## src/rtl/hcg_pkg.sv

```systemverilog
// Shared types, constants and the sequencer program of the Hermite coefficient generator.
// No dependencies; the channel interfaces and the top level import this package.
package hcg_pkg;

  // Fixed widths of the channel fields.
  localparam int ORDER_W    = 5;
  localparam int OUT_COEF_W = 64;

  // Program counter of the sequencer and the addresses of its steps.
  localparam int PC_W = 3;
  typedef logic [PC_W-1:0] hcg_pc_t;

  localparam hcg_pc_t UC_WAIT  = 3'd0;
  localparam hcg_pc_t UC_CHECK = 3'd1;
  localparam hcg_pc_t UC_SHORT = 3'd2;
  localparam hcg_pc_t UC_ELEM  = 3'd3;
  localparam hcg_pc_t UC_ROW   = 3'd4;
  localparam hcg_pc_t UC_EMIT  = 3'd5;
  localparam hcg_pc_t UC_ERR   = 3'd6;

  // Branch conditions a control word can test.
  typedef enum logic [2:0] {
    COND_IN_FIRE,    // a request transaction is offered
    COND_ORDER_ERR,  // latched order is out of range
    COND_SHORT,      // latched order is zero or one
    COND_COL_MORE,   // more columns left in the current row
    COND_ROW_MORE,   // more rows left before the requested order
    COND_EMIT_MORE,  // coefficients left to send, or output slot still busy
    COND_OUT_BUSY    // output slot cannot take a transaction this cycle
  } hcg_cond_t;

  // One control word: branch test, both successors and the datapath actions.
  typedef struct packed {
    hcg_cond_t cond;
    hcg_pc_t   pc_true;
    hcg_pc_t   pc_false;
    logic      take_in;   // request channel is ready
    logic      init_ctr;  // row counter to two, column counter to zero
    logic      elem;      // compute and store one coefficient of the new row
    logic      row_next;  // advance to the next row
    logic      emit;      // send one coefficient of the finished row
    logic      emit_err;  // send the single out-of-range result
  } hcg_uc_t;

  // The read-only program.
  function automatic hcg_uc_t uc_rom(input hcg_pc_t pc);
    hcg_uc_t w;
    w = '{cond: COND_OUT_BUSY, pc_true: UC_WAIT, pc_false: UC_WAIT,
          take_in: 1'b0, init_ctr: 1'b0, elem: 1'b0, row_next: 1'b0,
          emit: 1'b0, emit_err: 1'b0};
    unique case (pc)
      UC_WAIT: begin
        w.cond = COND_IN_FIRE; w.pc_true = UC_CHECK; w.pc_false = UC_WAIT;
        w.take_in = 1'b1;
      end
      UC_CHECK: begin
        w.cond = COND_ORDER_ERR; w.pc_true = UC_ERR; w.pc_false = UC_SHORT;
        w.init_ctr = 1'b1;
      end
      UC_SHORT: begin
        w.cond = COND_SHORT; w.pc_true = UC_EMIT; w.pc_false = UC_ELEM;
      end
      UC_ELEM: begin
        w.cond = COND_COL_MORE; w.pc_true = UC_ELEM; w.pc_false = UC_ROW;
        w.elem = 1'b1;
      end
      UC_ROW: begin
        w.cond = COND_ROW_MORE; w.pc_true = UC_ELEM; w.pc_false = UC_EMIT;
        w.row_next = 1'b1;
      end
      UC_EMIT: begin
        w.cond = COND_EMIT_MORE; w.pc_true = UC_EMIT; w.pc_false = UC_WAIT;
        w.emit = 1'b1;
      end
      UC_ERR: begin
        w.cond = COND_OUT_BUSY; w.pc_true = UC_ERR; w.pc_false = UC_WAIT;
        w.emit_err = 1'b1;
      end
      default: begin
        w.cond = COND_OUT_BUSY; w.pc_true = UC_WAIT; w.pc_false = UC_WAIT;
      end
    endcase
    return w;
  endfunction

endpackage

```

## src/rtl/hcg_in_if.sv

```systemverilog
// Request channel of the Hermite coefficient generator: valid, ready and the order.
// Depends on hcg_pkg for the field width.
interface hcg_in_if import hcg_pkg::*; ();
  logic               valid;
  logic               ready;
  logic [ORDER_W-1:0] order;

  modport source (output valid, output order, input ready);
  modport sink   (input valid, input order, output ready);
endinterface

```

## src/rtl/hcg_out_if.sv

```systemverilog
// Result channel of the Hermite coefficient generator: valid, ready and one coefficient.
// Depends on hcg_pkg for the field widths.
interface hcg_out_if import hcg_pkg::*; ();
  logic                         valid;
  logic                         ready;
  logic signed [OUT_COEF_W-1:0] coefficient;
  logic        [ORDER_W-1:0]    power;
  logic                         last;
  logic                         order_error;

  modport source (output valid, output coefficient, output power, output last,
                  output order_error, input ready);
  modport sink   (input valid, input coefficient, input power, input last,
                  input order_error, output ready);
endinterface

```

## src/rtl/hermite_coefficient_generator_unit.sv

```systemverilog
// Hermite coefficient generator: one request of order n returns the n+1 coefficients of H_n.
// Results follow once the rows up to H_n have been built by the single coefficient update unit,
// which handles one row element per cycle; one request is handled at a time.
// An order above MAX_ORDER returns a single result flagged as an order error.
// Reset (rst_n, synchronous, active low) clears the sequencer, counters and output valid.
// Depends on hcg_pkg, hcg_in_if and hcg_out_if.
module hermite_coefficient_generator_unit import hcg_pkg::*; #(
  parameter int MAX_ORDER  = 20,
  parameter int COEF_WIDTH = 64
) (
  input  logic     clk,
  input  logic     rst_n,
  hcg_in_if.sink   in_chan,
  hcg_out_if.source out_chan
);

  localparam int ROW_DEPTH = MAX_ORDER + 1;
  localparam int IDX_W     = $clog2(ROW_DEPTH);

  typedef logic [COEF_WIDTH-1:0] coef_t;
  typedef logic [ORDER_W-1:0]    idx_t;

  // Rows of the recurrence live in two banks. Row i is written into bank i[0], so
  // the new row overwrites row i-2 in place while row i-1 is read from the other bank.
  // Entries beyond a row's own order are never cleared; reads mask them to zero,
  // and rows zero and one are supplied as constants rather than stored.
  coef_t row_a_r [ROW_DEPTH];
  coef_t row_b_r [ROW_DEPTH];

  // Sequencer and counters.
  hcg_pc_t pc_r, pc_nxt;
  idx_t    order_r, order_nxt;
  idx_t    row_r, row_nxt;   // order of the row being built
  idx_t    col_r, col_nxt;   // column within the row, also the emitted power

  // Output register.
  logic          out_valid_r, out_valid_nxt;
  coef_t         out_coef_r, out_coef_nxt;
  idx_t          out_power_r, out_power_nxt;
  logic          out_last_r, out_last_nxt;
  logic          out_err_r, out_err_nxt;

  hcg_uc_t uc;
  logic    cond_hit;
  logic    out_free;
  logic    order_bad;

  idx_t  col_m1;
  idx_t  addr_a, addr_b;
  coef_t rd_a, rd_b;
  coef_t rd_pp, rd_prev, rd_emit;
  coef_t pp_val, prev_val, elem_val;
  logic [ORDER_W:0]            factor;
  logic [COEF_WIDTH+ORDER_W:0] product;

  // Value of column col of row row_idx, given what the bank holds there.
  function automatic coef_t row_value(input idx_t row_idx, input idx_t col, input coef_t stored);
    coef_t v;
    v = '0;
    priority if (row_idx == ORDER_W'(0)) begin
      if (col == ORDER_W'(0)) v = COEF_WIDTH'(1);
    end else if (row_idx == ORDER_W'(1)) begin
      if (col == ORDER_W'(1)) v = COEF_WIDTH'(2);
    end else if (col <= row_idx) begin
      v = stored;
    end else begin
      v = '0;
    end
    return v;
  endfunction

  assign uc        = uc_rom(pc_r);
  assign out_free  = !out_valid_r || out_chan.ready;
  assign order_bad = order_r > ORDER_W'(MAX_ORDER);

  // Branch condition of the current control word.
  always_comb begin
    unique case (uc.cond)
      COND_IN_FIRE:   cond_hit = in_chan.valid;
      COND_ORDER_ERR: cond_hit = order_bad;
      COND_SHORT:     cond_hit = order_r < ORDER_W'(2);
      COND_COL_MORE:  cond_hit = col_r != row_r;
      COND_ROW_MORE:  cond_hit = row_r != order_r;
      COND_EMIT_MORE: cond_hit = !(out_free && (col_r == order_r));
      COND_OUT_BUSY:  cond_hit = !out_free;
      default:        cond_hit = 1'b0;
    endcase
  end

  assign pc_nxt = cond_hit ? uc.pc_true : uc.pc_false;

  // Bank reads: while a row is built, the bank holding row i-1 is read one column
  // to the left; otherwise both banks are read at the current column.
  assign col_m1 = (col_r == ORDER_W'(0)) ? ORDER_W'(0) : col_r - ORDER_W'(1);
  assign addr_a = (uc.elem && row_r[0])  ? col_m1 : col_r;
  assign addr_b = (uc.elem && !row_r[0]) ? col_m1 : col_r;
  assign rd_a   = row_a_r[addr_a[IDX_W-1:0]];
  assign rd_b   = row_b_r[addr_b[IDX_W-1:0]];

  assign rd_pp   = row_r[0]   ? rd_b : rd_a;
  assign rd_prev = row_r[0]   ? rd_a : rd_b;
  assign rd_emit = order_r[0] ? rd_b : rd_a;

  // One element of H_i: 2 * H_{i-1}[j-1] - 2(i-1) * H_{i-2}[j], modulo 2^COEF_WIDTH.
  assign pp_val   = row_value(row_r - ORDER_W'(2), col_r, rd_pp);
  assign prev_val = (col_r == ORDER_W'(0)) ? '0
                  : row_value(row_r - ORDER_W'(1), col_m1, rd_prev);
  assign factor   = {row_r - ORDER_W'(1), 1'b0};
  assign product  = factor * pp_val;
  assign elem_val = (prev_val << 1) - product[COEF_WIDTH-1:0];

  // Counter updates.
  always_comb begin
    order_nxt = order_r;
    row_nxt   = row_r;
    col_nxt   = col_r;
    if (uc.take_in && in_chan.valid) begin
      order_nxt = in_chan.order;
    end
    if (uc.init_ctr) begin
      row_nxt = ORDER_W'(2);
      col_nxt = '0;
    end
    if (uc.elem && (col_r != row_r)) begin
      col_nxt = col_r + ORDER_W'(1);
    end
    if (uc.row_next) begin
      row_nxt = row_r + ORDER_W'(1);
      col_nxt = '0;
    end
    if (uc.emit && out_free && (col_r != order_r)) begin
      col_nxt = col_r + ORDER_W'(1);
    end
  end

  // Output register: a new result is loaded whenever the slot is empty or being drained.
  always_comb begin
    out_valid_nxt = out_valid_r && !out_chan.ready;
    out_coef_nxt  = out_coef_r;
    out_power_nxt = out_power_r;
    out_last_nxt  = out_last_r;
    out_err_nxt   = out_err_r;
    if (uc.emit && out_free) begin
      out_valid_nxt = 1'b1;
      out_coef_nxt  = row_value(order_r, col_r, rd_emit);
      out_power_nxt = col_r;
      out_last_nxt  = col_r == order_r;
      out_err_nxt   = 1'b0;
    end else if (uc.emit_err && out_free) begin
      out_valid_nxt = 1'b1;
      out_coef_nxt  = '0;
      out_power_nxt = '0;
      out_last_nxt  = 1'b1;
      out_err_nxt   = 1'b1;
    end
  end

  always_ff @(posedge clk) begin
    if (!rst_n) begin
      pc_r        <= UC_WAIT;
      order_r     <= '0;
      row_r       <= '0;
      col_r       <= '0;
      out_valid_r <= 1'b0;
    end else begin
      pc_r        <= pc_nxt;
      order_r     <= order_nxt;
      row_r       <= row_nxt;
      col_r       <= col_nxt;
      out_valid_r <= out_valid_nxt;
    end
  end

  // Payload registers and row banks carry no reset.
  always_ff @(posedge clk) begin
    out_coef_r  <= out_coef_nxt;
    out_power_r <= out_power_nxt;
    out_last_r  <= out_last_nxt;
    out_err_r   <= out_err_nxt;
    if (uc.elem) begin
      if (row_r[0]) begin
        row_b_r[col_r[IDX_W-1:0]] <= elem_val;
      end else begin
        row_a_r[col_r[IDX_W-1:0]] <= elem_val;
      end
    end
  end

  // Coefficients are sign-extended from COEF_WIDTH to the channel width.
  assign in_chan.ready        = uc.take_in;
  assign out_chan.valid       = out_valid_r;
  assign out_chan.coefficient = OUT_COEF_W'($signed(out_coef_r));
  assign out_chan.power       = out_power_r;
  assign out_chan.last        = out_last_r;
  assign out_chan.order_error = out_err_r;

endmodule

```

## src/flat_wrapper.sv

```systemverilog
// flat-port wrapper written by rule: the top's interface ports become plain ports
module hermite_coefficient_generator_unit_flat import hcg_pkg::*;
#(
  parameter int MAX_ORDER  = 20,
  parameter int COEF_WIDTH = 64
)
  (clk, rst_n, in_chan_valid, in_chan_order, in_chan_ready, out_chan_valid, out_chan_coefficient, out_chan_power, out_chan_last, out_chan_order_error, out_chan_ready);
  hcg_in_if in_chan_i ();
  hcg_out_if out_chan_i ();
  input  logic clk;
  input  logic rst_n;
  input wire logic [$bits(in_chan_i.valid)-1:0] in_chan_valid;
  input wire logic [$bits(in_chan_i.order)-1:0] in_chan_order;
  output wire logic [$bits(in_chan_i.ready)-1:0] in_chan_ready;
  output wire logic [$bits(out_chan_i.valid)-1:0] out_chan_valid;
  output wire logic [$bits(out_chan_i.coefficient)-1:0] out_chan_coefficient;
  output wire logic [$bits(out_chan_i.power)-1:0] out_chan_power;
  output wire logic [$bits(out_chan_i.last)-1:0] out_chan_last;
  output wire logic [$bits(out_chan_i.order_error)-1:0] out_chan_order_error;
  input wire logic [$bits(out_chan_i.ready)-1:0] out_chan_ready;
  assign in_chan_i.valid = in_chan_valid;
  assign in_chan_i.order = in_chan_order;
  assign in_chan_ready = in_chan_i.ready;
  assign out_chan_valid = out_chan_i.valid;
  assign out_chan_coefficient = out_chan_i.coefficient;
  assign out_chan_power = out_chan_i.power;
  assign out_chan_last = out_chan_i.last;
  assign out_chan_order_error = out_chan_i.order_error;
  assign out_chan_i.ready = out_chan_ready;
  hermite_coefficient_generator_unit #(.MAX_ORDER(MAX_ORDER), .COEF_WIDTH(COEF_WIDTH)) u_core (.clk(clk), .rst_n(rst_n), .in_chan(in_chan_i), .out_chan(out_chan_i));
endmodule
```

## config.mk

```make
export PLATFORM = sky130hd
export DESIGN_NAME = hermite_coefficient_generator_unit_flat
export DESIGN_NICKNAME = d
export VERILOG_FILES = /design/src/rtl/hcg_pkg.sv /design/src/rtl/hcg_in_if.sv /design/src/rtl/hcg_out_if.sv /design/src/rtl/hermite_coefficient_generator_unit.sv /design/src/flat_wrapper.sv
export SDC_FILE = /design/constraint.sdc
export NUM_CORES = 2
export LEC_CHECK = 0
export ABC_AREA = 1
export BUFFER_PORTS_ARGS = -buffer_cell sky130_fd_sc_hd__buf_2
export CORE_MARGIN = 5
export CORE_UTILIZATION = 35
export CTS_CLUSTER_DIAMETER = 120
export DETAILED_ROUTE_END_ITERATION = 10
export PLACE_DENSITY_LB_ADDON = 0.3
export SLEW_MARGIN = 10
export SYNTH_ARGS = -nofsm -noshare
export SYNTH_HDL_FRONTEND = slang
export SYNTH_SLANG_ARGS = --single-unit
```

## constraint.sdc

```tcl
create_clock -name clk -period 25.7 [get_ports clk]
set_clock_uncertainty 0.05 [all_clocks]
set_input_delay 1.285 -clock clk [delete_from_list [all_inputs] [get_ports clk]]
set_output_delay 1.285 -clock clk [all_outputs]
set_load 0.005 [all_outputs]
```

Yosys cells after proc, flatten, opt, wreduce, memory -nomap -nowiden:

Memory sizes are Yosys's and may differ from the RTL's.
Index checks and enable logic that the tools add are counted.

* output and inout port bits: 73
* word-level logic and storage cells: 118
* bits in writable memories: 2688
* bits of input ports: 9
* memories kept: 2
* flip-flop bits (word level): 90

* muxes and demuxes: 49
* $lt $le $gt $ge: 5
* add/subtract/negate cells: 6
* reductions and logical operators: 25
* equality and inequality tests: 21
* multiply operators: 1

Memories
* u_core.row_a_r: words 21, width 64, read ports 1, clocked after memory_dff 0, wr ports 1, RTL line hermite_coefficient_generator_unit.sv:27 `coef_t row_a_r [ROW_DEPTH];`
* u_core.row_b_r: words 21, width 64, read ports 1, clocked after memory_dff 0, wr ports 1, RTL line hermite_coefficient_generator_unit.sv:28 `coef_t row_b_r [ROW_DEPTH];`

Operator list (count)
* $mux 64: 10
* $mux 63: 5
* $mul 5x64->63: 1
* $sub 64x64->64: 1
* $pmux 9 s7: 1
* $mux 5: 11
* $eq 5x1->1 const B: 5
* $logic_not 5->1: 5
* $eq 3x3->1 const B: 6
* $mux 1: 18
* $le 5x5->1: 3
* $ne 5x5->1: 3
* $eq 3x2->1 const B: 4
* $add 5x1->5 const B: 2
* $sub 5x1->5 const B: 2
* $logic_and 1x1->1: 9
* $pmux 1 s7: 1
* $eq 3x1->1 const B: 2
* $logic_not 3->1: 2
* $eq 5x5->1: 1
* $gt 5x5->1 const B: 1
* $logic_not 1->1: 5
* $lt 5x2->1 const B: 1
* $sub 5x2->5 const B: 1
* other kinds (5): 7

Logic depth before layout (Yosys ltp):

An unclocked memory read counts as a cell.

* depth in word-level cells: 11
* depth in mapped cells: 61
* gate-level depth less buffers: 57

Worst setup path after synthesis:

Ideal clock, no wire load.

* path kind: register to register
* start point: register u_core.row_r[0]
* end point: memory u_core.row_a_r[0][58] in the netlist's numbering, data pin
* cell stages (with the launch flop): 48
* setup slack: 15.853 ns
* library setup time: 0.444 ns
* buffers on the path: 5
* period minus slack after synthesis: 9.847 ns
* arrival: 9.354 ns
* required time: 25.206 ns
* path through: dfxtp_1 inv_2 buf_2 clkbuf_1 clkbuf_1 ha_1 nand3_1 nor2_1 inv_1 nand3_1 nor2_1 buf_2 buf_1 nand2_1 nand2_1 nand2_1 fa_1 fa_1 [12 not listed] nand2_1 a21oi_1 o21ai_1 a21oi_1 inv_1 nand2_1 nand2_1 ha_1 nand2_1 nor2_1 inv_1 nor4_1 nand3_1 nand3_1 nand3_1 o221ai_1 a21oi_1 xnor2_1

* longest elaborated chain between the ends: 10
* elaborated cells on any way between the ends: 26
* classes of those cells: add/sub: 3; mul: 1; order compare: 2; eq/ne: 2; mux: 11; reduce/logical: 5; memory: 2

RTL lines
* start, declared: RTL line hermite_coefficient_generator_unit.sv:33 `idx_t row_r, row_nxt;`
* start signal, assigned: RTL line hermite_coefficient_generator_unit.sv:168 `row_r <= row_nxt;`
* parallel branches: the longest is 9 deep, another holds $mul 5x64->63
* $sub 64x64->64 (*): RTL line hermite_coefficient_generator_unit.sv:110 `assign elem_val = (prev_val << 1) - product[COEF_WIDTH-1:0];`
* named net u_core.elem_val[58]: RTL line hermite_coefficient_generator_unit.sv:52 `coef_t pp_val, prev_val, elem_val;`
* end, declared: RTL line hermite_coefficient_generator_unit.sv:27

Mark *: on every way through the listed nets, which the timed path passes.

Worst setup path after layout:

* start point: register u_core.col_r[1]
* end point: memory u_core.row_a_r[11][58] in the netlist's numbering, data pin

* longest elaborated chain between the ends: 10
* elaborated cells on any way between the ends: 27
* classes of those cells: add/sub: 2; mul: 1; order compare: 2; eq/ne: 2; mux: 16; reduce/logical: 2; memory: 2

RTL lines
* start, declared: RTL line hermite_coefficient_generator_unit.sv:34 `idx_t col_r, col_nxt;`
* start signal, assigned: RTL line hermite_coefficient_generator_unit.sv:169 `col_r <= col_nxt;`
* $sub 5x1->5 or $logic_not 5->1 (tied branches): RTL line hermite_coefficient_generator_unit.sv:94, hermite_coefficient_generator_unit.sv:61, hermite_coefficient_generator_unit.sv:106
* $mux 5: RTL line hermite_coefficient_generator_unit.sv:94 `assign col_m1 = (col_r == ORDER_W'(0)) ? ORDER_W'(0) : col_r - ORDER_W'(1);`
* $mux 5 (on tied branches): RTL line hermite_coefficient_generator_unit.sv:95, hermite_coefficient_generator_unit.sv:96
* $mem_v2 21x64 (on tied branches)
* $mux 64 or $mux 63 (tied branches): RTL line hermite_coefficient_generator_unit.sv:100, hermite_coefficient_generator_unit.sv:101
* $mux 64 or $mux 63 (tied branches): RTL line hermite_coefficient_generator_unit.sv:64 `end else if (col <= row_idx) begin`
* $mux 64 or $mux 63 (tied branches): RTL line hermite_coefficient_generator_unit.sv:62 `end else if (row_idx == ORDER_W'(1)) begin`
* $mux 64 or $mux 63 (tied branches): RTL line hermite_coefficient_generator_unit.sv:60 `priority if (row_idx == ORDER_W'(0)) begin`
* $mul 5x64->63 or $mux 63 (tied branches): RTL line hermite_coefficient_generator_unit.sv:109, hermite_coefficient_generator_unit.sv:106
* $sub 64x64->64 (*): RTL line hermite_coefficient_generator_unit.sv:110
* named net u_core.elem_val[58]: RTL line hermite_coefficient_generator_unit.sv:52

The timed path passes the listed nets; every way through them passes the cells marked *.

==> reports/summary.txt <==
Layout Utilization - 39.6%
worst path arrival time - 15770 ps
cts bufs inserted - 297
Crit-path slowest cell - nor4_1
top-area cell type share of the netlist area - 65.5%
number of global-route vias before repair - 83000
I/O pin count - 82
total gr overflow - 0
share of layout cells above drive strength 1 - 8.99%
number of distinct library cells after synthesis - 60
DRC viols - 0
Final Max Slew Viols - 0
WS Path Type - register to register
Worst-Margin Slew - 1380 ps
Setup Fix Bufs, Post-CTS - 0
first-pass GRT wire length - 629000 microns
outcome - complete, no violations
routability cong. - 1.02
Post-Route WL - 447000 microns
Achievable Freq - 65.8 MHz
Synth Instances - 11100
# nets final - 11500
Syn Area/Cell - 11.2 sq um
fin crit share - 59.1%
CP max stage delay - 860 ps
clk sinks - 2736
Synth area leaders - edfxtp_1, nand2_1, nand3_1, fa_1, nor2_1
Synth warnings - 0
fin crit period - 15200 ps
ys async rst share - 0%
Crit path top cell by count - nand3_1
Yosys top cell by area - edfxtp_1
CTS H-Tree Depth - 5
Site Rows - 219
Worst-path clk slew - 60 ps
Final setup viols - 0
die width - 607 microns
Initial Utilization - 35.1%
CP required - 26270 ps
ANT nets after route - 0
relative slew slack - 7.16%
Layout area overhead - 12.8%
initial drt markers - 10800
Worst-Skew Late Latency - 930 ps
CTS tree - done
routed vias - 89100
HPWL after DPL - 262000 microns
net count after synthesis - 11400
worst hold-check path type - register to register
EDFF count, synth - 2716
Fin. Hold Viols - 0
Avg Vias per Cell - 5.52
Post-CTS Resized - 0
Yosys reg bits - 2736
Core ar. - 355000 sq um
initial antenna violation count - 19
first drt pass iteration count - 6
post-synthesis sequential area ratio - 65.8%
final hold slack - 426 ps
Crit Path Max Fanout - 60
CTS Buffer Depth - 4
port bufs - 81
critical path launch point type - register
accumulated negative setup slack - 0 ps
max cap viols - 0
WL/cell - 27.7 microns
die area - 368000 sq um
ys flop type - edfxtp_1
RSZ-0062 raised after global routing - no
DIE HEIGHT - 607 microns
crit path capture type - register
GRT Total Usage - 23.6%
post-synthesis instance area - 125000 sq um
CTS Hold Bufs - 0
largest net degree at the start of global routing - 151
Clock Tree Root - clkbuf_16
## through the flow
stage / worst slack [ps] / cell area (sq um) / cells
floorplan: 15850 / 125000 / 11100
global placement: 11050 / 131000 / 15600
detailed placement: 10970 / 131000 / 15600
CTS: 10920 / 141000 / 16100
global route: 9980 / 141000 / 16100
finish: 10500 / 141000 / 16100
## synth_stat cells, drive strengths merged (13+ instances only)
master	n
edfxtp	2716
nand2	2464
nand3	1562
nor2	915
o21ai	688
inv	682
buf	475
a21oi	384
fa	177
clkbuf	163
ha	155
a31oi	123
o22ai	102
o221ai	96
o211ai	73
xor2	65
xnor2	60
nor3	35
dfxtp	20
nand4	20
a21o	16
nor4	13
## worst paths after layout
| path | depth (start not counted) | slack, ps | from | to |
|---|---|---|---|---|
| setup / recovery | 47 | 10500 | u_core.col_r[1] | u_core.row_a_r[11][58] |
| hold / removal | 2 | 430 | u_core.out_chan.order_error | u_core.out_chan.order_error |
| setup reg to reg | 47 | 10500 | u_core.col_r[1] | u_core.row_a_r[11][58] |
| hold reg to reg | 2 | 430 | u_core.out_chan.order_error | u_core.out_chan.order_error |
## worst max-delay path: cells and delay by family (launching register included)
| kind | cells | cell delay, ps |
|---|---|---|
| AO/OA/AOI/OAI | 11 | 3610 |
| XOR/XNOR | 2 | 490 |
| adder cells (fa/ha/maj) | 6 | 2620 |
| buffers and inverters | 11 | 3420 |
| flip-flops | 1 | 480 |
| AND/OR/NAND/NOR | 17 | 4130 |
## flip-flops by register name (all words and copies together), names as in the netlist
signal                       count
u_core.pc_r                      3
u_core.row_r                     5
u_core.order_r                   5
u_core.out_chan.coefficient     64
u_core.out_chan.power            5
u_core.out_chan.last             1
u_core.out_chan.valid            1
u_core.col_r                     5
u_core.row_b_r                1323
u_core.out_chan.order_error      1
u_core.row_a_r                1323
## cells by family after synthesis
logic type,after synthesis,share of synthesized area [%]
AND/OR/NAND/NOR,5024,16.9
adder cells (fa/ha/maj),332,4.40
buffers and inverters,1322,4.79
flip-flops,2736,65.8
XOR/XNOR,125,0.879
AO/OA/AOI/OAI,1557,7.25
## layout make-up
type,count,area [sq um]
fillers,34100,215000
flip-flops and latches,2736,82000
multi-input cells,7038,37600
clock buffers,336,7640
well taps,4751,5940
repair buffers,369,2820
inverters,684,2600
clock inverters,191,1960
diodes,31,77.6
## routing by layer
layer  vias up  share of wire (%)  wire (microns)  GRT usage (%)
li1      39100                  -               -              -
met1     44900                 41          182000           32.1
met2      4310                 46          207000           37.8
met3       754                8.5           37900           3.77
met4         0                4.3           19100           9.50
met5         -                  0               0              0
## placed cells by master, fill, tap and decap left out, types with 36 or more instances in the layout
cell,n
o21ai_1,110
buf_2,81
clkbuf_16,300
nand3_1,1559
clkinv_1,70
nor2_1,879
clkbuf_1,36
buf_4,268
a31oi_1,123
o221ai_1,96
ha_1,154
a21oi_1,384
edfxtp_1,2716
o211ai_1,73
inv_2,59
clkinv_2,56
fa_1,177
o21ai_0,564
o22ai_1,95
nand2_1,2449
inv_1,616
Power is left out: the tool's default activity adds up to more than one toggle a clock period on the data nets, which glitch-free logic cannot reach.
